File: config.mk
export PLATFORM = sky130hd
export DESIGN_NAME = hsl_to_rgb_converter
export DESIGN_NICKNAME = d
export VERILOG_FILES = /design/src/rtl/hsl2rgb_pkg.sv /design/src/rtl/hsl2rgb_front.sv /design/src/rtl/hsl2rgb_product.sv /design/src/rtl/hsl2rgb_channel.sv /design/src/rtl/hsl_to_rgb_converter.sv
export SDC_FILE = /design/constraint.sdc
export NUM_CORES = 2
export LEC_CHECK = 0
export ABC_CLOCK_PERIOD_IN_PS = 8300
export BUFFER_PORTS_ARGS = -buffer_cell sky130_fd_sc_hd__buf_2
export CORE_MARGIN = 3
export CORE_UTILIZATION = 62
export DETAILED_ROUTE_END_ITERATION = 10
export PLACE_DENSITY = 0.79
export SYNTH_ARGS = -nofsm -noshare
export SYNTH_HDL_FRONTEND = slang
export SYNTH_SLANG_ARGS = --single-unit
File: constraint.sdc
create_clock -name i_clk -period 8.3 [get_ports i_clk]
set_input_delay 0 -clock i_clk [delete_from_list [all_inputs] [get_ports i_clk]]
set_output_delay 0 -clock i_clk [all_outputs]
set_load 0.02 [all_outputs]
File: src/rtl/hsl2rgb_pkg.sv
package hsl2rgb_pkg;

    localparam int UNIT_FRAC_BITS = 12;
    localparam int HUE_FRAC_BITS  = 6;

    localparam int HUE_W  = HUE_FRAC_BITS + 9;
    localparam int UNIT_W = UNIT_FRAC_BITS + 1;
    localparam int CHAN_W = 8;

    // Signed widths of the intermediate terms.
    localparam int A_W  = UNIT_FRAC_BITS + 3;
    localparam int K_W  = HUE_FRAC_BITS + 8;
    localparam int CN_W = 2 * UNIT_FRAC_BITS + 3;
    localparam int N_W  = 2 * UNIT_FRAC_BITS + HUE_FRAC_BITS + 10;
    localparam int M_W  = N_W + 5;

    // 255 / 60 reduces to 17 / 4, so every channel is 17 * N / 2^OUT_SHIFT.
    localparam int OUT_SHIFT = 2 * UNIT_FRAC_BITS + HUE_FRAC_BITS + 3;
    localparam int Q_W       = M_W - OUT_SHIFT;
    localparam int BASE_SH   = UNIT_FRAC_BITS + HUE_FRAC_BITS;

    localparam int SECTOR      = 60 * (1 << HUE_FRAC_BITS);
    localparam int UNIT_ONE    = 1 << UNIT_FRAC_BITS;
    localparam int LIGHT_SCALE = 120;
    localparam int CHAN_MAX    = 255;

    typedef enum logic [1:0] {
        SEL_ZERO = 2'd0,
        SEL_C    = 2'd1,
        SEL_X    = 2'd2
    } t_comp_sel;

    typedef struct packed {
        logic [HUE_W-1:0]  hue;
        logic [UNIT_W-1:0] saturation;
        logic [UNIT_W-1:0] lightness;
    } t_hsl_req;

    typedef struct packed {
        logic [CHAN_W-1:0] red;
        logic [CHAN_W-1:0] green;
        logic [CHAN_W-1:0] blue;
    } t_rgb_result;

    typedef struct packed {
        t_comp_sel red;
        t_comp_sel green;
        t_comp_sel blue;
    } t_sel_set;

    typedef struct packed {
        logic                  valid;
        logic signed [A_W-1:0] a;
        logic [UNIT_W-1:0]     s;
        logic [UNIT_W-1:0]     l;
        logic signed [K_W-1:0] k;
        t_sel_set              sel;
    } t_front_stage;

    typedef struct packed {
        logic                  valid;
        logic signed [N_W-1:0] p;
        logic signed [N_W-1:0] cd;
        logic signed [N_W-1:0] base;
        t_sel_set              sel;
    } t_prod_stage;

endpackage

File: src/rtl/hsl2rgb_front.sv
module hsl2rgb_front (
    input  logic                  i_clk,
    input  logic                  i_rst_n,
    input  logic                  i_valid,
    input  hsl2rgb_pkg::t_hsl_req i_req,
    output hsl2rgb_pkg::t_front_stage o_stage
);
    import hsl2rgb_pkg::*;

    localparam logic [HUE_W-1:0] TH1 = HUE_W'(SECTOR);
    localparam logic [HUE_W-1:0] TH2 = HUE_W'(2 * SECTOR);
    localparam logic [HUE_W-1:0] TH3 = HUE_W'(3 * SECTOR);
    localparam logic [HUE_W-1:0] TH4 = HUE_W'(4 * SECTOR);
    localparam logic [HUE_W-1:0] TH5 = HUE_W'(5 * SECTOR);
    localparam logic [HUE_W-1:0] TH6 = HUE_W'(6 * SECTOR);
    localparam logic [HUE_W-1:0] TH8 = HUE_W'(8 * SECTOR);
    localparam logic signed [K_W-1:0] K_SECTOR = K_W'(SECTOR);
    localparam logic signed [A_W-1:0] A_UNIT   = A_W'(UNIT_ONE);

    logic [HUE_W-1:0]      t;
    logic signed [K_W-1:0] td;
    logic signed [K_W-1:0] td_abs;
    logic signed [A_W-1:0] two_l;
    logic signed [A_W-1:0] dl;
    logic signed [A_W-1:0] dl_abs;
    logic signed [A_W-1:0] n_a;
    logic signed [K_W-1:0] n_k;
    t_sel_set              n_sel;

    logic                  r_valid;
    logic signed [A_W-1:0] r_a;
    logic [UNIT_W-1:0]     r_s;
    logic [UNIT_W-1:0]     r_l;
    logic signed [K_W-1:0] r_k;
    t_sel_set              r_sel;

    // Hue modulo 120 degrees; hues past 360 degrees still wrap here.
    always_comb begin
        priority if (i_req.hue >= TH8) begin
            t = i_req.hue - TH8;
        end else if (i_req.hue >= TH6) begin
            t = i_req.hue - TH6;
        end else if (i_req.hue >= TH4) begin
            t = i_req.hue - TH4;
        end else if (i_req.hue >= TH2) begin
            t = i_req.hue - TH2;
        end else begin
            t = i_req.hue;
        end
    end

    // The X weight is folded into k = D - 2|t - D|, which lies in -D..D.
    assign td     = signed'(K_W'(t)) - K_SECTOR;
    assign td_abs = td[K_W-1] ? -td : td;
    assign n_k    = K_SECTOR - (td_abs <<< 1);

    assign two_l  = signed'({1'b0, i_req.lightness, 1'b0});
    assign dl     = two_l - A_UNIT;
    assign dl_abs = dl[A_W-1] ? -dl : dl;
    assign n_a    = A_UNIT - dl_abs;

    // Anything at or past the fifth boundary lands in the last sector.
    always_comb begin
        priority if (i_req.hue < TH1) begin
            n_sel = '{red: SEL_C, green: SEL_X, blue: SEL_ZERO};
        end else if (i_req.hue < TH2) begin
            n_sel = '{red: SEL_X, green: SEL_C, blue: SEL_ZERO};
        end else if (i_req.hue < TH3) begin
            n_sel = '{red: SEL_ZERO, green: SEL_C, blue: SEL_X};
        end else if (i_req.hue < TH4) begin
            n_sel = '{red: SEL_ZERO, green: SEL_X, blue: SEL_C};
        end else if (i_req.hue < TH5) begin
            n_sel = '{red: SEL_X, green: SEL_ZERO, blue: SEL_C};
        end else begin
            n_sel = '{red: SEL_C, green: SEL_ZERO, blue: SEL_X};
        end
    end

    always_ff @(posedge i_clk) begin
        if (!i_rst_n) begin
            r_valid <= 1'b0;
        end else begin
            r_valid <= i_valid;
        end
    end

    always_ff @(posedge i_clk) begin
        r_a   <= n_a;
        r_s   <= i_req.saturation;
        r_l   <= i_req.lightness;
        r_k   <= n_k;
        r_sel <= n_sel;
    end

    assign o_stage = '{valid: r_valid, a: r_a, s: r_s, l: r_l, k: r_k, sel: r_sel};

    a_one_chroma: assert property (@(posedge i_clk) disable iff (!i_rst_n)
        r_valid |-> $onehot({r_sel.red == SEL_C, r_sel.green == SEL_C,
                             r_sel.blue == SEL_C}))
        else $error("chroma not placed on exactly one channel");

    a_one_second: assert property (@(posedge i_clk) disable iff (!i_rst_n)
        r_valid |-> $onehot({r_sel.red == SEL_X, r_sel.green == SEL_X,
                             r_sel.blue == SEL_X}))
        else $error("secondary not placed on exactly one channel");

endmodule

File: src/rtl/hsl2rgb_product.sv
module hsl2rgb_product (
    input  logic                      i_clk,
    input  logic                      i_rst_n,
    input  hsl2rgb_pkg::t_front_stage i_stage,
    output hsl2rgb_pkg::t_prod_stage  o_stage
);
    import hsl2rgb_pkg::*;

    localparam logic signed [N_W-1:0] N_SECTOR = N_W'(SECTOR);

    logic signed [A_W+UNIT_W:0]   cn_full;
    logic signed [CN_W+K_W-1:0]   p_full;
    logic signed [CN_W-1:0]       n_cn;
    logic signed [N_W-1:0]        n_p;
    logic signed [N_W-1:0]        n_cd;
    logic signed [N_W-1:0]        n_base;

    logic                  r_valid2;
    logic signed [CN_W-1:0] r_cn;
    logic signed [K_W-1:0] r_k;
    logic [UNIT_W-1:0]     r_l;
    t_sel_set              r_sel2;

    logic                  r_valid3;
    logic signed [N_W-1:0] r_p;
    logic signed [N_W-1:0] r_cd;
    logic signed [N_W-1:0] r_base;
    t_sel_set              r_sel3;

    // Chroma numerator Cn = (U - |2L - U|) * S.
    assign cn_full = i_stage.a * signed'({1'b0, i_stage.s});
    assign n_cn    = CN_W'(cn_full);

    // Chroma, zero and X all share the lightness term 120 * L * 2^(F + HF).
    assign p_full = r_cn * r_k;
    assign n_p    = N_W'(p_full);
    assign n_cd   = N_W'(r_cn) * N_SECTOR;
    assign n_base = signed'((N_W'(r_l) * N_W'(LIGHT_SCALE)) << BASE_SH);

    always_ff @(posedge i_clk) begin
        if (!i_rst_n) begin
            r_valid2 <= 1'b0;
            r_valid3 <= 1'b0;
        end else begin
            r_valid2 <= i_stage.valid;
            r_valid3 <= r_valid2;
        end
    end

    always_ff @(posedge i_clk) begin
        r_cn   <= n_cn;
        r_k    <= i_stage.k;
        r_l    <= i_stage.l;
        r_sel2 <= i_stage.sel;
        r_p    <= n_p;
        r_cd   <= n_cd;
        r_base <= n_base;
        r_sel3 <= r_sel2;
    end

    assign o_stage = '{valid: r_valid3, p: r_p, cd: r_cd, base: r_base, sel: r_sel3};

endmodule

File: src/rtl/hsl2rgb_channel.sv
module hsl2rgb_channel (
    input  logic                                  i_clk,
    input  logic                                  i_rst_n,
    input  logic                                  i_valid,
    input  hsl2rgb_pkg::t_comp_sel                i_sel,
    input  logic signed [hsl2rgb_pkg::N_W-1:0]    i_p,
    input  logic signed [hsl2rgb_pkg::N_W-1:0]    i_cd,
    input  logic signed [hsl2rgb_pkg::N_W-1:0]    i_base,
    output logic                                  o_valid,
    output logic [hsl2rgb_pkg::CHAN_W-1:0]        o_value
);
    import hsl2rgb_pkg::*;

    localparam logic signed [Q_W-1:0] Q_MAX = Q_W'(CHAN_MAX);

    logic signed [N_W-1:0] comp;
    logic signed [N_W-1:0] n_num;
    logic signed [M_W-1:0] m_ext;
    logic signed [M_W-1:0] scaled;
    logic signed [Q_W-1:0] q;
    logic [CHAN_W-1:0]     n_value;

    logic                  r_valid4;
    logic signed [N_W-1:0] r_num;
    logic                  r_valid5;
    logic [CHAN_W-1:0]     r_value;

    always_comb begin
        unique case (i_sel)
            SEL_C:    comp = i_cd;
            SEL_X:    comp = i_p;
            SEL_ZERO: comp = -i_cd;
            default:  comp = -i_cd;
        endcase
    end

    assign n_num = comp + i_base;

    // Times 17, then a floor shift; a negative quotient clamps to zero either way.
    assign m_ext  = M_W'(r_num);
    assign scaled = (m_ext <<< 4) + m_ext;
    assign q      = signed'(scaled[M_W-1:OUT_SHIFT]);

    always_comb begin
        priority if (q[Q_W-1]) begin
            n_value = '0;
        end else if (q > Q_MAX) begin
            n_value = CHAN_W'(CHAN_MAX);
        end else begin
            n_value = q[CHAN_W-1:0];
        end
    end

    always_ff @(posedge i_clk) begin
        if (!i_rst_n) begin
            r_valid4 <= 1'b0;
            r_valid5 <= 1'b0;
        end else begin
            r_valid4 <= i_valid;
            r_valid5 <= r_valid4;
        end
    end

    always_ff @(posedge i_clk) begin
        r_num   <= n_num;
        r_value <= n_value;
    end

    assign o_valid = r_valid5;
    assign o_value = r_value;

endmodule

File: src/rtl/hsl_to_rgb_converter.sv
// HSL to RGB color converter.
//
// Requests: present hue, saturation and lightness on i_req and raise start.
// A request is taken at every rising edge with start high and busy low; busy
// is always low, so one request can be taken in every clock cycle.
// Results: o_result carries red, green and blue for exactly one cycle, marked
// by o_strobe, once the request has passed every pipeline stage. Results come
// out in request order, one per request, and the receiver takes each one in
// the cycle it is shown; there is no back pressure. The pipeline has five
// register stages: input decode and hue sector, the chroma multiplier, the
// secondary-component multiplier, channel selection with the lightness
// offset, and the final scaling by 255 with clamping. Each channel is
// truncated toward zero and held to 0..255. Throughput is one color per clock.
// Reset (synchronous, active low) clears the valid bits of every stage, so
// requests still in flight are dropped and no strobe follows until a new
// request is taken.
module hsl_to_rgb_converter (
    input  logic                     i_clk,
    input  logic                     i_rst_n,
    input  logic                     start,
    output logic                     busy,
    input  hsl2rgb_pkg::t_hsl_req    i_req,
    output logic                     o_strobe,
    output hsl2rgb_pkg::t_rgb_result o_result
);
    import hsl2rgb_pkg::*;

    t_front_stage      front;
    t_prod_stage       prod;
    logic              accept;
    logic              red_valid;
    logic              green_valid;
    logic              blue_valid;
    logic [CHAN_W-1:0] red_value;
    logic [CHAN_W-1:0] green_value;
    logic [CHAN_W-1:0] blue_value;

    // The pipeline never stalls, so a request is always welcome.
    assign busy   = 1'b0;
    assign accept = start && !busy;

    hsl2rgb_front u_front (
        .i_clk   (i_clk),
        .i_rst_n (i_rst_n),
        .i_valid (accept),
        .i_req   (i_req),
        .o_stage (front)
    );

    hsl2rgb_product u_product (
        .i_clk   (i_clk),
        .i_rst_n (i_rst_n),
        .i_stage (front),
        .o_stage (prod)
    );

    hsl2rgb_channel u_red (
        .i_clk   (i_clk),
        .i_rst_n (i_rst_n),
        .i_valid (prod.valid),
        .i_sel   (prod.sel.red),
        .i_p     (prod.p),
        .i_cd    (prod.cd),
        .i_base  (prod.base),
        .o_valid (red_valid),
        .o_value (red_value)
    );

    hsl2rgb_channel u_green (
        .i_clk   (i_clk),
        .i_rst_n (i_rst_n),
        .i_valid (prod.valid),
        .i_sel   (prod.sel.green),
        .i_p     (prod.p),
        .i_cd    (prod.cd),
        .i_base  (prod.base),
        .o_valid (green_valid),
        .o_value (green_value)
    );

    hsl2rgb_channel u_blue (
        .i_clk   (i_clk),
        .i_rst_n (i_rst_n),
        .i_valid (prod.valid),
        .i_sel   (prod.sel.blue),
        .i_p     (prod.p),
        .i_cd    (prod.cd),
        .i_base  (prod.base),
        .o_valid (blue_valid),
        .o_value (blue_value)
    );

    assign o_strobe = red_valid;
    assign o_result = '{red: red_value, green: green_value, blue: blue_value};

    a_latency: assert property (@(posedge i_clk) disable iff (!i_rst_n)
        accept |-> ##5 o_strobe)
        else $error("request did not produce a result after five cycles");

    a_no_spurious: assert property (@(posedge i_clk) disable iff (!i_rst_n)
        o_strobe |-> $past(accept, 5))
        else $error("result strobe without a matching request");

    a_lanes_aligned: assert property (@(posedge i_clk) disable iff (!i_rst_n)
        red_valid == green_valid && red_valid == blue_valid)
        else $error("channel lanes out of step");

endmodule

Word level (Yosys, flattened, before mapping)
Index checks and enable logic that the tools add are counted.
{"block": "classes", "add_sub_neg": 17, "mul": 4, "n_lt_le_gt_ge": 12, "eq_ne": 6, "muxes": 16, "n_reduce_logical": 2}
{"cell": "40-bit case mux with 2 select lines", "n": 3}
{"cell": "44-bit by 40-bit adder with 45-bit output", "n": 3}
{"cell": "40-bit by 39-bit adder with 40-bit output", "n": 3}
{"cell": "14-bit two-way mux", "n": 4}
{"cell": "14-bit by 13-bit subtractor with 14-bit output (second input constant)", "n": 3}
{"cell": "27-bit by 14-bit multiplier with 40-bit output", "n": 1}
{"cell": "40-bit negation", "n": 1}
{"cell": "12-bit by 9-bit > comparator with 1-bit output (second input constant)", "n": 3}
{"cell": "27-bit by 5-bit multiplier with 32-bit output (second input constant)", "n": 1}
{"cell": "15-bit greater-or-equal comparator (second input constant)", "n": 2}
{"cell": "15-bit by 14-bit less-than comparator with 1-bit output (second input constant)", "n": 2}
{"cell": "14-bit subtractor (second input constant)", "n": 2}
{"cell": "15-bit by 14-bit multiplier with 27-bit output", "n": 1}
{"cell": "6-bit two-way mux", "n": 4}
{"cell": "8-bit two-way mux", "n": 3}
{"cell": "13-bit by 4-bit multiplier with 17-bit output (second input constant)", "n": 1}
{"cell": "15-bit by 13-bit greater-or-equal comparator with 1-bit output (second input constant)", "n": 1}
{"cell": "15-bit by 14-bit greater-or-equal comparator with 1-bit output (second input constant)", "n": 1}
{"cell": "15-bit by 12-bit less-than comparator with 1-bit output (second input constant)", "n": 1}
{"cell": "15-bit by 13-bit less-than comparator with 1-bit output (second input constant)", "n": 1}
{"cell": "15-bit less-than comparator (second input constant)", "n": 1}
{"cell": "15-bit two-way mux", "n": 1}
{"cell": "15-bit negation", "n": 1}
{"cell": "14-bit by 13-bit subtractor with 15-bit output (second input constant)", "n": 1}
{"cell": "other kinds (8)", "n": 12}
{"block": "totals", "reg_bits": 365, "output_inout_bits": 26, "word_cells": 88}

Logic depth before layout (Yosys ltp)
{"block": "logic_depth", "word_depth": 9, "mapped_depth": 25, "mapped_depth_nobuf": 24}

By module
Synthesis repeated with hierarchy kept, for this count alone.
{"block": "unflattened", "hier_cells": 5807, "hier_area_um2": 49545.0}
{"module": "hsl2rgb_product", "n_inst": 1, "cells_each": 2957, "area_per_inst_um2": 27859.2, "seq_area_each_um2": 3143.0}
{"module": "hsl2rgb_channel (u_green ...)", "n_inst": 2, "cells_each": 802, "area_per_inst_um2": 5995.8, "seq_area_each_um2": 1001.0}
{"module": "hsl2rgb_channel (u_blue)", "n_inst": 1, "cells_each": 842, "area_per_inst_um2": 6188.4, "seq_area_each_um2": 1001.0}
{"module": "hsl2rgb_front", "n_inst": 1, "cells_each": 402, "area_per_inst_um2": 3494.6, "seq_area_each_um2": 1181.1}
{"module": "hsl_to_rgb_converter", "n_inst": 1, "cells_each": 2, "area_per_inst_um2": 11.3, "seq_area_each_um2": 0.0}

Worst setup path after synthesis
OpenSTA, ideal clock, no wires.
{"block": "synth_path", "kind": "register to register", "startpoint": "register u_product.r_k[10]", "endpoint": "register u_product.r_p[38]", "setup_ps": 72, "arrival_ps": 6025, "required_ps": 8228, "slack_ps": 2203, "path_stages_with_launch": 22, "period_less_slack_ps": 6097, "cell_sequence": "dfxtp_1 clkbuf_1 clkbuf_1 nand2_1 fa_1 inv_1 fa_1 fa_1 fa_1 fa_1 ha_1 ha_1 a211o_1 or3b_2 a311oi_1 o21ai_0 nand4_1 a31oi_1 o211ai_1 o21ai_0 a21oi_1 xnor2_1"}
{"block": "synth_via", "elab_chain_cells": 1}
{"element": "start: declaration", "line_no": "hsl2rgb_product.sv:20", "rtl": "logic signed [K_W-1:0] r_k;"}
{"element": "start signal: assignment", "line_no": "hsl2rgb_product.sv:52", "rtl": "r_k <= i_stage.k;"}
{"element": "27-bit by 14-bit multiplier with 40-bit output", "line_no": "hsl2rgb_product.sv:35", "rtl": "assign p_full = r_cn * r_k;"}
{"element": "net u_product.p_full[38]", "line_no": "hsl2rgb_product.sv:12", "rtl": "logic signed [CN_W+K_W-1:0] p_full;"}
{"element": "end signal: assignment", "line_no": "hsl2rgb_product.sv:55", "rtl": "r_p <= n_p;"}
{"element": "end: declaration", "line_no": "hsl2rgb_product.sv:25", "rtl": "logic signed [N_W-1:0] r_p;"}
The timed path passes the listed nets, and every way through them passes these cells.
A chain may end at the register's enable or synchronous reset.

Worst setup path after layout
{"block": "layout_path", "startpoint": "register u_product.r_k[6]", "endpoint": "register u_product.r_p[37]"}
The elaborated chain is that of the path after synthesis.

==> results.toml <==
[global_routing]
antenna_found_initial = 3
grt_max_degree = 64
grt_overflow = 0
grt_first_pass_wirelength_microns = 152200
grt_pass1_vias = 30240
grt_util_all_layers_pct = 28.27

[floorplanning]
die_h_microns = 255.8
core_sq_um = 61030
die_w_microns = 255.8
die_area_sq_um = 65440
io_pins = 70
start_util_pct = 63.40
num_rows = 90

[status]
run_status = "completed"

[sta]
setup_viol = 0
tightest_slew_ns = 1.134
rsz0062_at_grt = "no"
fin_crit_sh_pct = 84.26
drv_slew = 0
hold_ws_ns = 0.07753
min_period_ns = 6.994
timing_hold_violations_final = 0
fmax_mhz = 143.0
slew_headroom_pct = 24.27
setup-tns-final_ns = 0
worst_clock_skew_ns = 0.01855

[cts]
cts_setup_buffers = 0
clock_sinks = 351
clkLatencyLatePin_ns = 0.57
clkTransAtPathRegs_ns = 0.06
h-tree-depth = 2
cts_tree = "done"
root_buffer = "clkbuf_16"
clockBufferDepth = 3
cts_buffers = 39

[synthesis]
yosysMostFrequentCell = "inv_1"
synthFlopType = "dfxtp_1"
netlist_instances = 4221
yosysSeqAreaShare_pct = 18.16
avgSynthCellArea_sq_um = 9.167
ys_warn_count = 0
synthArstFlopShare_pct = 0
yosysUniqueCellTypes = 82
synth_edf_count = 0
synth_area_sq_um = 38690
synth.top_cell.area_share_pct = 28.25
yosys-top-cells-area = "fa_1 (28%), dfxtp_1 (18%), ha_1 (13%)"
synth_commonest_cells = "inv_1 (653), fa_1 (546), ha_1 (409)"
syn_nets = 5220
yosysTopAreaCell = "fa_1"
ys_seq_elements = 351

[route]
wire_per_inst_microns = 17.78
dr.first_iter.drc_count = 2405
ant_nets = 0
vias = 29590
drt-pass1-iter-count = 5
drc = 0
wl_microns = 90650
viasPerCell = 5.805

[place]
place_congestion = 0.9119
io_buffers = 68
dp_hpwl_microns = 70090

[cells_and_area]
layout-drive-gt1-share_pct = 4.756
syn2layout_area_growth_pct = 7.033
final_nets = 5237

[setup_path]
worst_ep_required_time_ns = 8.76
r2r_cells = 17
path_cells = "nand2_1 > fa_1 > fa_1 > inv_1 > fa_1 > fa_1 > fa_1 > fa_1 > ha_1 > o21ai_0 > a21oi_1 > o211ai_1 > a2111oi_0 > o2111ai_1 > a31oi_1 > a31oi_1 > o311ai_0"
critPathKind = "reg -> reg"
reg2reg_from = "u_product.r_k[6]$_DFF_P_"
cp-end-kind = "flip-flop"
cp_max_fo = 26
cp-start-kind = "flip-flop"
r2r_end = "u_product.r_p[37]$_DFF_P_"
cpMostUsedCell = "fa_1"
critPathBufInv = 1
max_stage_delay_ns = 1.06
crit_slowest_cell = "dfxtp_1"
critPathTopFamily = "adder cells"
r2r_setup_slack_ns = 1.31
arrival_ns = 7.45

[flow_run]
drv_cap = 0

[worst_hold_path]
min_to = "u_front.r_s[2]$_DFF_P_"
holdPathStages = 2
hold_path.class = "in -> reg"
hp-start = "i_req[15]"
[layout make-up]
cell class	instances	area, sq um
fillers	4765	19620
multi-input cells	3054	28590
inverters	653	2451
repair buffers	139	988.4
diodes	2	5.005
clock inverters	24	272.8
clock buffers	47	1046
flip-flops and latches	351	7027
well taps	828	1036
[worst reg2reg max path: stages, from the launching register on]
cell       delay [ns]
dfxtp_1          1.06
nand2_1          0.19
fa_1             0.53
fa_1             0.52
inv_1            0.05
fa_1             0.46
fa_1             0.53
fa_1             0.52
fa_1             0.49
ha_1             0.37
o21ai_0          0.10
a21oi_1          0.23
o211ai_1         0.21
a2111oi_0        0.55
o2111ai_1        0.24
a31oi_1          0.26
a31oi_1          0.23
o311ai_0         0.34
[sequential cells by signal (all words and copies together) (netlist names), 12 cells and up]
| signal | flops |
|---|---|
| u_blue.r_num | 38 |
| u_green.r_num | 38 |
| u_product.r_p | 38 |
| u_red.r_num | 38 |
| u_product.r_cd | 31 |
| u_product.r_cn | 26 |
| u_product.r_base | 17 |
| u_front.r_a | 14 |
| u_front.r_k | 13 |
| u_front.r_s | 13 |
| u_product.r_k | 13 |
| u_product.r_l | 13 |
| u_front.r_l | 12 |
[layout by cell type (no fill, tap or decap), types with 30 or more instances in the layout]
cell and instances:
a22oi_1 30, xnor2_1 164, nand3_1 48, dlygate4sd3_1 46
o21ai_0 106, nor2_1 112, clkbuf_16 39, nor3_1 70
a21o_1 95, o21bai_1 39, fa_1 546, nor2b_1 51
xor2_1 57, a21oi_1 300, nand2_1 400, dfxtp_1 351
and2_1 249, buf_2 68, inv_1 653, ha_1 406
[timing repair]
item	4_1_cts	5_1_grt
hold buffers	46	0
setup endpoints to repair	0	0
hold endpoints to repair	59	0
gates resized for setup	0	0
[how the worst max path moves through the flow]
stage | startpoint | to | slack [ns] | depth (start not counted)
detailed placement | u_product.r_k[6]$_DFF_P_ | u_product.r_p[38]$_DFF_P_ | 1.46 | 20
floorplan | u_product.r_k[10]$_DFF_P_ | u_product.r_p[38]$_DFF_P_ | 2.20 | 21
CTS | u_product.r_k[6]$_DFF_P_ | u_product.r_p[38]$_DFF_P_ | 1.40 | 20
finish | u_product.r_k[6]$_DFF_P_ | u_product.r_p[37]$_DFF_P_ | 1.31 | 17
global placement | u_product.r_k[6]$_DFF_P_ | u_product.r_p[37]$_DFF_P_ | 1.55 | 17
global route | u_product.r_k[6]$_DFF_P_ | u_product.r_p[37]$_DFF_P_ | 0.94 | 17
[routing by layer]
metal / vias to the layer above / global-route usage (%) / wire [microns]
met5: - / 0 / 15
met4: 2 / 9.376 / 3077
met3: 223 / 3.928 / 6230
met2: 1115 / 47.67 / 43600
met1: 14460 / 37.80 / 37730
li1: 13790 / - / -
[cells by family after synthesis]
family	Yosys count	synth area share, %
adder cells (fa/ha/maj)	955	41.47
AO/OA/AOI/OAI	789	13.17
buffers and inverters	816	7.974
XOR/XNOR	221	5.002
AND/OR/NAND/NOR	1079	13.98
multiplexers	9	0.2361
other	1	0.009692
flip-flops	351	18.16
[through the flow]
| step | setup slack [ns] | instance area, sq um | cells | utilization [%] |
|---|---|---|---|---|
| 6_report | 1.306 | 41410 | 5098 | 67.86 |
| 5_1_grt | 0.9433 | 41410 | 5097 | 67.85 |
| 4_1_cts | 1.401 | 41410 | 5096 | 67.85 |
| 3_5_place_dp | 1.458 | 39630 | 4979 | 64.93 |
| 3_3_place_gp | 1.550 | 39630 | 4979 | 64.93 |
| 2_1_floorplan | 2.203 | 38690 | 4221 | - |
Power is left out: the tool's default activity adds up to more than one toggle a clock period on the data nets, which glitch-free logic cannot reach.
